**src/rtl/sbs_pkg.sv**
```systemverilog
// Shared constants and controller/datapath interface types for the sorted table search.
// No dependencies; compile first.
`default_nettype none

package sbs_pkg;

    localparam int IDX_W             = 10;
    localparam int VAL_W             = 32;
    localparam int TABLE_DEPTH_DEF   = 1024;
    localparam int ENTRY_WIDTH_DEF   = 32;

    // Commands from the controller to the datapath.
    typedef struct packed {
        logic write;
        logic start;
        logic step;
        logic load_out;
    } sbs_cmd_t;

    // Status from the datapath to the controller.
    typedef struct packed {
        logic empty;
        logic stop;
    } sbs_status_t;

endpackage

`default_nettype wire

```
**src/rtl/sbs_ctrl.sv**
```systemverilog
// Controller of the sorted table search: sequences accept, probes and result hand-off.
// Depends on sbs_pkg.
`default_nettype none

module sbs_ctrl (
    input  wire logic                aclk,
    input  wire logic                aresetn,
    input  wire logic                s_valid,
    input  wire logic                s_action,
    output logic                     s_ready,
    output logic                     m_valid,
    input  wire logic                m_ready,
    input  wire sbs_pkg::sbs_status_t status,
    output sbs_pkg::sbs_cmd_t        cmd
);

    typedef enum logic [1:0] {
        ST_IDLE,
        ST_PROBE,
        ST_DONE
    } state_t;

    state_t state_reg, state_next;
    logic   m_valid_reg, m_valid_next;
    logic   out_free;

    assign out_free = !m_valid_reg || m_ready;

    always_comb begin
        state_next   = state_reg;
        m_valid_next = m_valid_reg && !m_ready;
        cmd          = '0;
        unique case (state_reg)
            ST_IDLE: begin
                if (s_valid) begin
                    if (s_action) begin
                        cmd.start  = 1'b1;
                        state_next = status.empty ? ST_DONE : ST_PROBE;
                    end else begin
                        cmd.write = 1'b1;
                    end
                end
            end
            ST_PROBE: begin
                cmd.step = 1'b1;
                if (status.stop) begin
                    state_next = ST_DONE;
                end
            end
            ST_DONE: begin
                // hold the result until the output register is free
                if (out_free) begin
                    cmd.load_out = 1'b1;
                    m_valid_next = 1'b1;
                    state_next   = ST_IDLE;
                end
            end
            default: begin
                state_next = ST_IDLE;
            end
        endcase
    end

    always_ff @(posedge aclk) begin
        if (!aresetn) begin
            state_reg   <= ST_IDLE;
            m_valid_reg <= 1'b0;
        end else begin
            state_reg   <= state_next;
            m_valid_reg <= m_valid_next;
        end
    end

    assign s_ready = (state_reg == ST_IDLE);
    assign m_valid = m_valid_reg;

endmodule

`default_nettype wire

```
**config.mk**
```make
export PLATFORM = sky130hd
export DESIGN_NAME = sbs_ctrl
export DESIGN_NICKNAME = d
export VERILOG_FILES = /design/src/rtl/sbs_pkg.sv /design/src/rtl/sbs_ctrl.sv
export SDC_FILE = /design/constraint.sdc
export NUM_CORES = 1
export LEC_CHECK = 0
export ABC_AREA = 0
export BUFFER_PORTS_ARGS = -buffer_cell sky130_fd_sc_hd__buf_2
export CORE_AREA = 2 2 39 41
export CTS_BUF_LIST = sky130_fd_sc_hd__clkbuf_4 sky130_fd_sc_hd__clkbuf_8 sky130_fd_sc_hd__clkbuf_16
export DETAILED_ROUTE_END_ITERATION = 10
export DIE_AREA = 0 0 41 43
export GPL_TIMING_DRIVEN = 0
export HOLD_SLACK_MARGIN = 0.08
export PLACE_DENSITY_LB_ADDON = 0.25
export SLEW_MARGIN = 20
export SYNTH_ARGS = -nofsm -noshare
export SYNTH_HDL_FRONTEND = slang
export SYNTH_SLANG_ARGS = --single-unit
```
**constraint.sdc**
```tcl
create_clock -name aclk -period 2.6 [get_ports aclk]
set_clock_uncertainty 0.05 [all_clocks]
set_input_delay 0.13 -clock aclk [delete_from_list [all_inputs] [get_ports aclk]]
set_output_delay 0.13 -clock aclk [all_outputs]
set_load 0.02 [all_outputs]
```
==> results_dict.tcl <==
set metrics [dict create \
    outcome "finished, final reports clean" \
    synth_cell_type_count 15 \
    area_of_the_core_um2 1380 \
    setup.worst_path.class "reg -> out" \
    worst_setup_path_start_kind "register" \
    synthesis.area_um2 184 \
    synth_area_leader_cell "dfxtp_1" \
    post_dp_cell_area_um2 264 \
    worst-r2r-setup-slack_ns 1.57 \
    clockBufferDepth 2 \
    achievable-frequency_ghz 0.777 \
    floorplan.initialDensity_pct 13.3 \
    cp-endpoint "cmd[3]" \
    register_area_um2 60.1 \
    synthToLayoutAreaGrowth_pct 59.9 \
    post_cts_resize_count 0 \
    ys_seq_elements 3 \
    synth.avg_cell_area_um2 10.2 \
    worstPathRequired_ns 2.42 \
    cts_made_buffers 3 \
    yosys-top-cells-area "dfxtp_1, o2bb2a_4, nor2b_4" \
    drt_wl_total_um 446 \
    report.final.slew_viol_count 0 \
    width_of_the_chip_um 41 \
    final_nets 42 \
    final-setup-viol-count 0 \
    floorplan.die_area_um2 1760 \
    num_io_pins 13 \
    worst_setup_hold_path_clk_slew_ns 0.03 \
    final_common_cell "buf_2" \
    dieHeight_um 43 \
    grt_antenna_before_repair 0 \
    mostFrequentLayoutCells "buf_2, clkbuf_4, dfxtp_1" \
    routed_wire_length_per_instance_um 8.92 \
    clock_latency_ns 0.23 \
    crit_start "state_reg[1]$_SDFFE_PN0P_" \
    fin_tns_setup_ns 0 \
    drcViolationCount 0 \
    synth_cells 18 \
    synth_warnings 0 \
    h-tree-depth 1 \
    period_needed_ns 1.29 \
    maxSlewHeadroom_pct 82.3 \
    io_buffers 12 \
    root_buffer_cell "clkbuf_4" \
    worstPathArrival_ns 1.11 \
    grt_overflow 0 \
    worst-path-max-fanout 6 \
    static-leakage-power_nw 0.131 \
    worstReg2RegStart "state_reg[0]$_SDFFE_PN0P_" \
    setup_buffers_after_cts 0 \
    regToRegEndpoint "state_reg[1]$_SDFFE_PN0P_" \
    final_area_um2 294 \
    grt_use_total_pct 5.91 \
    report.final.hold_viol_count 0 \
    final_critical_path_setup_slack_ns 1.31 \
    cts_tree "yes" \
    num_antenna_cells 0 \
    finalCritPeriodShare_pct 49.5 \
    hp-class "in -> reg" \
    rows 14 \
    pin_count_of_the_biggest_net_entering_global_routing 8 \
    via_count_of_the_first_global_routing_pass 147 \
    synth_top_area_share_pct 32.7 \
    finalWeightedCongestion 0.655 \
    syn_nets 25 \
    vdd_ir_drop_max_uv 251 \
    detailed_place_hpwl_um 348 \
    cellPowerDensity_nw_per_um2 575 \
    largest_register_ff_count 2 \
    multi_input_logic_area_um2 124 \
    tightestPinTransition_ns 0.265 \
    ys_seq_area_share_pct 32.7 \
    cts_hold_buffers 0 \
    layout-drive-gt1-share_pct 58.8 \
    first_pass_grt_wire_length_um 621 \
    drtIter0Drc 1 \
    drv.max_cap_violation_count 0 \
    preCtsSetupSlack_ns 1.55 \
    ant_nets 0 \
    nFillCells 161 \
    drt-vias-per-instance 3.84 \
    detailroute.via_count 192 \
    worst-r2r-cell-count 3 \
    critical_path.endpoint_type "output port" \
    drt_pre_antenna_iters 2 \
    number_of_sinks_handled_by_clock_tree_synthesis 3 \
    rsz0062_at_grt "false" \
]
-- Yosys cell counts --
cell	count
a21boi_2	1
nor3_1	1
nand2b_1	2
nand4_1	1
nor2b_4	1
o31ai_1	1
a21boi_1	1
nor4b_1	1
nor2_1	1
dfxtp_1	3
nand2b_2	1
o2bb2a_4	1
nor2b_1	1
nand2_1	1
and3b_1	1
-- worst min path at each step --
stage	cells past startpoint	endpoint	from
2_1_floorplan	1	state_reg[1]$_SDFFE_PN0P_	aresetn
3_3_place_gp	2	state_reg[0]$_SDFFE_PN0P_	aresetn
3_5_place_dp	2	state_reg[0]$_SDFFE_PN0P_	aresetn
4_1_cts	2	m_valid$_SDFF_PN0_	aresetn
5_1_grt	2	state_reg[0]$_SDFFE_PN0P_	aresetn
6_report	2	m_valid$_SDFF_PN0_	aresetn
-- final cells by class --
cell class,instances,share of cell area [%]
multi-input combinational,15,42.1
tap,16,6.81
clock buffer,4,10.2
timing repair buffer,12,20.4
sequential,3,20.4
-- metrics by stage --
stage / power [mW] / hold WS [ns] / std cells / util (%)
final: 0.169 / 0.123 / 50 / 21.2
after global routing: 0.181 / 0.125 / 50 / 21.2
after CTS: 0.174 / 0.118 / 50 / 21.2
after detailed placement: 0.0777 / 0.356 / 46 / 19.1
after global placement: 0.0779 / 0.351 / 46 / 19.1
after floorplan: 0.0662 / 0.230 / 18 / -
-- per-layer routing --
metal	up-vias	GRT usage, %	wire [um]
met5	-	0	0
met4	0	2.00	0
met3	0	7.85	84
met2	15	5.31	132
met1	79	7.64	229
li1	98	-	-
-- critical path: stages (launching register included) --
cell     delay (ns)
dfxtp_1        0.37
nor4b_1        0.29
buf_2          0.21
-- cell families (layout without fill, tap and decap cells) --
kind of cell           after synthesis  count (layout)  synth area share (%)
buffers and inverters                0              16                     0
flip-flops                           3               3                  32.7
AND/OR/NAND/NOR                     11              11                  42.2
AO/OA/AOI/OAI                        4               4                  25.2
-- power breakdown --
group	total, mW	switching, mW	leakage, nW	internal, mW
clock network	0.0921	0.0242	0.0184	0.0679
registers	0.0505	0.00249	0.0244	0.0480
logic	0.0263	0.0140	0.0880	0.0123
total	0.169	0.0407	0.131	0.128
Power figures use the tool's default switching activity.
