$ cat config.mk
export PLATFORM = sky130hd
export DESIGN_NAME = sbs_dpath
export DESIGN_NICKNAME = d
export VERILOG_FILES = /design/src/rtl/sbs_pkg.sv /design/src/rtl/sbs_dpath.sv
export SDC_FILE = /design/constraint.sdc
export NUM_CORES = 1
export LEC_CHECK = 0
export BUFFER_PORTS_ARGS = -buffer_cell sky130_fd_sc_hd__buf_2
export CAP_MARGIN = 20
export CORE_UTILIZATION = 41
export CTS_BUF_LIST = sky130_fd_sc_hd__clkbuf_2 sky130_fd_sc_hd__clkbuf_4 sky130_fd_sc_hd__clkbuf_8
export CTS_CLUSTER_DIAMETER = 30
export DETAILED_ROUTE_END_ITERATION = 10
export GPL_ROUTABILITY_DRIVEN = 0
export HOLD_SLACK_MARGIN = 0.08
export PLACE_DENSITY = 0.66
export REMOVE_ABC_BUFFERS = 1
export SLEW_MARGIN = 0
export SYNTH_ARGS = -nofsm -noshare
export SYNTH_HDL_FRONTEND = slang
export SYNTH_SLANG_ARGS = --single-unit
$ cat constraint.sdc
create_clock -name aclk -period 10.9 [get_ports aclk]
set_input_delay 0.545 -clock aclk [delete_from_list [all_inputs] [get_ports aclk]]
set_output_delay 0.545 -clock aclk [all_outputs]
set_load 0.1 [all_outputs]
$ cat src/rtl/sbs_pkg.sv
// Shared constants and controller/datapath interface types for the sorted table search.
// No dependencies; compile first.
`default_nettype none

package sbs_pkg;

    localparam int IDX_W             = 10;
    localparam int VAL_W             = 32;
    localparam int TABLE_DEPTH_DEF   = 1024;
    localparam int ENTRY_WIDTH_DEF   = 32;

    // Commands from the controller to the datapath.
    typedef struct packed {
        logic write;
        logic start;
        logic step;
        logic load_out;
    } sbs_cmd_t;

    // Status from the datapath to the controller.
    typedef struct packed {
        logic empty;
        logic stop;
    } sbs_status_t;

endpackage

`default_nettype wire

$ cat src/rtl/sbs_dpath.sv
// Datapath of the sorted table search: bounds, midpoint, probe compare and result registers.
// Depends on sbs_pkg; drives the table RAM ports.
`default_nettype none

module sbs_dpath #(
    parameter  int TABLE_DEPTH = sbs_pkg::TABLE_DEPTH_DEF,
    parameter  int ENTRY_WIDTH = sbs_pkg::ENTRY_WIDTH_DEF,
    localparam int AW          = (TABLE_DEPTH > 1) ? $clog2(TABLE_DEPTH) : 1
) (
    input  wire logic                              aclk,
    input  wire sbs_pkg::sbs_cmd_t                 cmd,
    output sbs_pkg::sbs_status_t                   status,
    input  wire logic        [sbs_pkg::IDX_W-1:0]  s_entry_index,
    input  wire logic signed [sbs_pkg::VAL_W-1:0]  s_entry_value,
    input  wire logic signed [sbs_pkg::VAL_W-1:0]  s_target,
    input  wire logic        [sbs_pkg::IDX_W-1:0]  s_range_low,
    input  wire logic        [sbs_pkg::IDX_W-1:0]  s_range_high,
    output logic                                   m_found,
    output logic             [sbs_pkg::IDX_W-1:0]  m_position,
    output logic                                   ram_wr_en,
    output logic             [AW-1:0]              ram_wr_addr,
    output logic             [ENTRY_WIDTH-1:0]     ram_wr_data,
    output logic             [AW-1:0]              ram_rd_addr,
    input  wire logic        [ENTRY_WIDTH-1:0]     ram_rd_data
);

    localparam int IW = sbs_pkg::IDX_W;
    // bounds carry a sign and one extra bit for mid + 1 and mid - 1
    localparam int SW = IW + 2;

    logic signed [ENTRY_WIDTH-1:0] key_reg;
    logic signed [SW-1:0]          lo_reg, hi_reg;
    logic        [IW-1:0]          mid_reg;
    logic                          hit_reg;
    logic        [IW-1:0]          pos_reg;
    logic                          m_found_reg;
    logic        [IW-1:0]          m_position_reg;

    logic        [IW-1:0]          in_lo, in_hi;
    logic        [IW:0]            in_sum;
    logic        [IW-1:0]          in_mid;
    logic signed [ENTRY_WIDTH-1:0] probe;
    logic                          probe_eq, probe_lt;
    logic signed [SW-1:0]          mid_ext, lo_step, hi_step, step_sum;
    logic        [IW-1:0]          step_mid;

    // saturate the range ends to the last table entry
    always_comb begin
        in_lo = s_range_low;
        in_hi = s_range_high;
        if (32'(s_range_low) > 32'(TABLE_DEPTH - 1)) begin
            in_lo = IW'(TABLE_DEPTH - 1);
        end
        if (32'(s_range_high) > 32'(TABLE_DEPTH - 1)) begin
            in_hi = IW'(TABLE_DEPTH - 1);
        end
    end

    assign in_sum = {1'b0, in_lo} + {1'b0, in_hi};
    assign in_mid = in_sum[IW:1];

    assign probe    = $signed(ram_rd_data);
    assign probe_eq = (probe == key_reg);
    assign probe_lt = (probe < key_reg);
    assign mid_ext  = SW'(mid_reg);

    always_comb begin
        lo_step = lo_reg;
        hi_step = hi_reg;
        priority if (probe_eq) begin
            lo_step = lo_reg;
        end else if (probe_lt) begin
            lo_step = mid_ext + SW'(1);
        end else begin
            hi_step = mid_ext - SW'(1);
        end
    end

    assign step_sum = lo_step + hi_step;
    assign step_mid = step_sum[IW:1];

    assign status.empty = (in_lo > in_hi);
    assign status.stop  = probe_eq || (lo_step > hi_step);

    always_ff @(posedge aclk) begin
        if (cmd.start) begin
            key_reg <= ENTRY_WIDTH'(s_target);
            lo_reg  <= SW'(in_lo);
            hi_reg  <= SW'(in_hi);
            mid_reg <= in_mid;
            hit_reg <= 1'b0;
            pos_reg <= '0;
        end else if (cmd.step) begin
            lo_reg  <= lo_step;
            hi_reg  <= hi_step;
            mid_reg <= step_mid;
            if (probe_eq) begin
                hit_reg <= 1'b1;
                pos_reg <= mid_reg;
            end
        end
        if (cmd.load_out) begin
            m_found_reg    <= hit_reg;
            m_position_reg <= pos_reg;
        end
    end

    // drop writes beyond the table
    assign ram_wr_en   = cmd.write && (32'(s_entry_index) < 32'(TABLE_DEPTH));
    assign ram_wr_addr = AW'(s_entry_index);
    assign ram_wr_data = ENTRY_WIDTH'(s_entry_value);
    assign ram_rd_addr = cmd.step ? AW'(step_mid) : AW'(in_mid);

    assign m_found    = m_found_reg;
    assign m_position = m_position_reg;

endmodule

`default_nettype wire

==> impl_results.md <==
* Vias per inst at 5.21
* FF-to-FF End: mid_reg[7]$_DFFE_PP_
* CTS Buffer Depth at 2
* Die W at 127 um
* Seq cells post-synth at 88
* 1st-pass router iterations at 5
* PwrDens at 244 nW/um2
* Worst setup path class: register to output pin
* Worst clock skew at 10.1 ps
* Top post-synthesis cells by count: 78 x inv_1, 75 x ha_1, 73 x edfxtp_1, 58 x a21oi_1, 53 x nor2_1
* Largest net degree at the start of global routing at 85
* Total GRT Usage at 20.1%
* LEAKAGE at 3.23 nW
* Arr. time, crit path at 5690 ps
* Number of nets with antenna violations after routing at 0
* Area delta synth->final at 9.95%
* Crit start category: register
* Post-CTS Setup Inserts at 0
* Hold Buf Count CTS at 0
* CP Max Fanout at 20
* Clock tree sinks at 88
* R2r startpoint: key_reg[5]$_DFFE_PP_
* Highest Clock Rate at 160 MHz
* Post-synth top area share at 34.4%
* Yosys top cell by area: edfxtp_1
* Hold Fails Final Rpt at 0
* Top sig layer: met5
* Hpwl dp at 12.3 mm
* Rows at 45
* Worst slew pin tran at 968 ps
* Ys Warns at 0
* Clock Root Buffer: clkbuf_8
* Inserted Diodes at 0
* Met3 wire length at 2.03 mm
* Fin nets at 937
* Clock slew at reported path FFs at 90 ps
* Max FFs per register at 32
* EDFF count, synth at 73
* CTS tree: yes
* IO Port Bufs at 110
* Register area share after synthesis at 39.2%
* Cts repair resizes at 0
* Main area contributors after synthesis: edfxtp_1 34%, ha_1 15%, buf_4 5.1%
* Layout cells sized above 1 at 20.7%
* Main synth FF type: edfxtp_1
* Num CTS Buffers at 9
* Slew Viols, Final at 0
* Async SR Flop Fraction at 0%
* Count leader, synth: inv_1
* Starting Density at 41.9%
* Crit path time final at 6240 ps
* Min-Delay Path Class: primary input to register
* Routed WL at 15.6 mm
* Grt total ovfl at 0
* Hold Crit Depth at 1
* Remaining DRCs at 0
* Core area at 15200 um2
* Chip Height at 127 um
* Via count at 4800
* Met2 wire length at 6.21 mm
* Worst R2R Setup Slack at 5750 ps
* Average cell area after synthesis at 9.51 um2
* CP Capture Type: output pin
* Number of global-route vias before repair at 4518
* Cell Area, Synth at 6360 um2
* R2R depth at 20
* Clock Latency Late Sink at 370 ps
* H-tree depth at 3
* Post-layout util at 46.0%
* Final WS setup at 4660 ps
* Outcome: finished, final reports clean
* Initial antenna violation count at 0
* Hold Slack at 346 ps
* First-pass GRT wire length at 24.2 mm
* Pre-CTS WS at 4720 ps
* M1 WL at 7.02 mm
* RSZ-0062 raised after global routing: false
* Relative slew margins at 35.5%
* Wire per inst at 16.9 um
* Peak VDD IR at 0.000220 V
* CP required at 10360 ps
* Hold_sp: s_target[17]
* WHS Endpoint: key_reg[17]$_DFFE_PP_
* Final period util at 57.2%
* Die area at 16000 um2
* Drt first-iter violations at 351
* Max-cap violation count at 0
* Distinct cell type count after synthesis at 64
* IO Pins at 197
* Setup TNS at 0 ps
* Mapped Cells at 669
* Final setup fails at 0
==> cell usage in the layout (no fill, tap or decap), drive strengths merged, types with 4 or more instances in the layout <==
master / Yosys / final
nor4: 7 / 7
mux2: 6 / 6
nand4: 11 / 11
xor2: 9 / 9
nand3: 14 / 14
clkinv: 1 / 4
mux2i: 18 / 18
clkbuf: 15 / 11
o21bai: 10 / 10
edfxtp: 73 / 73
nand2: 51 / 51
a21oi: 58 / 58
o211ai: 5 / 5
dfxtp: 15 / 15
xnor2: 17 / 17
o21ai: 33 / 33
a211oi: 8 / 8
o31ai: 4 / 4
and3: 4 / 4
ha: 75 / 75
inv: 78 / 78
nor2: 54 / 54
nor3: 9 / 9
buf: 49 / 113
==> through the flow <==
step           power (W)  instances  area, um2
2_1_floorplan    0.00124        605       5960
3_3_place_gp     0.00145        906       6770
3_5_place_dp     0.00145        906       6770
4_1_cts          0.00172        922       7000
5_1_grt          0.00182        922       7000
6_report         0.00171        922       7000
==> worst max-delay path by stage <==
stage                           from             end  slack (ps)  cells after the start
2_1_floorplan        ram_rd_data[14]  ram_rd_addr[9]        3870                     18
3_3_place_gp          ram_rd_data[5]  ram_rd_addr[9]        4840                     20
3_5_place_dp          ram_rd_data[5]  ram_rd_addr[9]        4720                     20
4_1_cts         key_reg[5]$_DFFE_PP_  ram_rd_addr[9]        4610                     20
5_1_grt        key_reg[31]$_DFFE_PP_  ram_rd_addr[9]        4190                     19
6_report        key_reg[5]$_DFFE_PP_  ram_rd_addr[7]        4660                     21
==> layer usage <==
layer  GRT usage (%)  up-vias
met5            4.64        -
met4            7.30        2
met3            10.8       20
met2            27.8      209
met1            25.9     2158
li1                -     2411
==> where the power goes <==
| part | switching, W | internal [W] |
|---|---|---|
| Clock | 0.000117 | 0.000141 |
| Sequential | 0.0000457 | 0.000430 |
| Combinational | 0.000688 | 0.000286 |
| Total | 0.000851 | 0.000858 |
==> cells by family after synthesis <==
kind of cell             share of synthesized area, %
AND/OR/NAND/NOR                                  12.7
XOR/XNOR                                         3.58
buffers and inverters                            11.0
AO/OA/AOI/OAI                                    14.2
adder cells (fa/ha/maj)                          15.4
multiplexers                                     3.89
flip-flops                                       39.2
==> worst max-delay path, cell delays in order (launching register included) <==
cell      delay [ps]
edfxtp_1         360
inv_1             60
ha_1             230
a21oi_1          140
o21ai_0          110
a221o_1          370
o31a_1           360
o21ai_1          250
nand3_1          580
o21ai_0          560
ha_1             240
inv_1             60
fa_1             390
nor2_1           100
o21ai_0           80
nand2b_1         120
a21oi_1           80
o21bai_1         300
o211ai_2         180
nand2_1          120
o221a_2          210
buf_2            420
==> cell type report <==
class	instances	area (um2)
clock buffer	11	151
clock inverter	5	78.8
fill	1464	8210
inverter	79	297
multi-input combinational	438	3170
sequential	88	2490
tap	188	235
timing repair buffer	113	573
No activity file was read; power rests on OpenSTA's default activity.
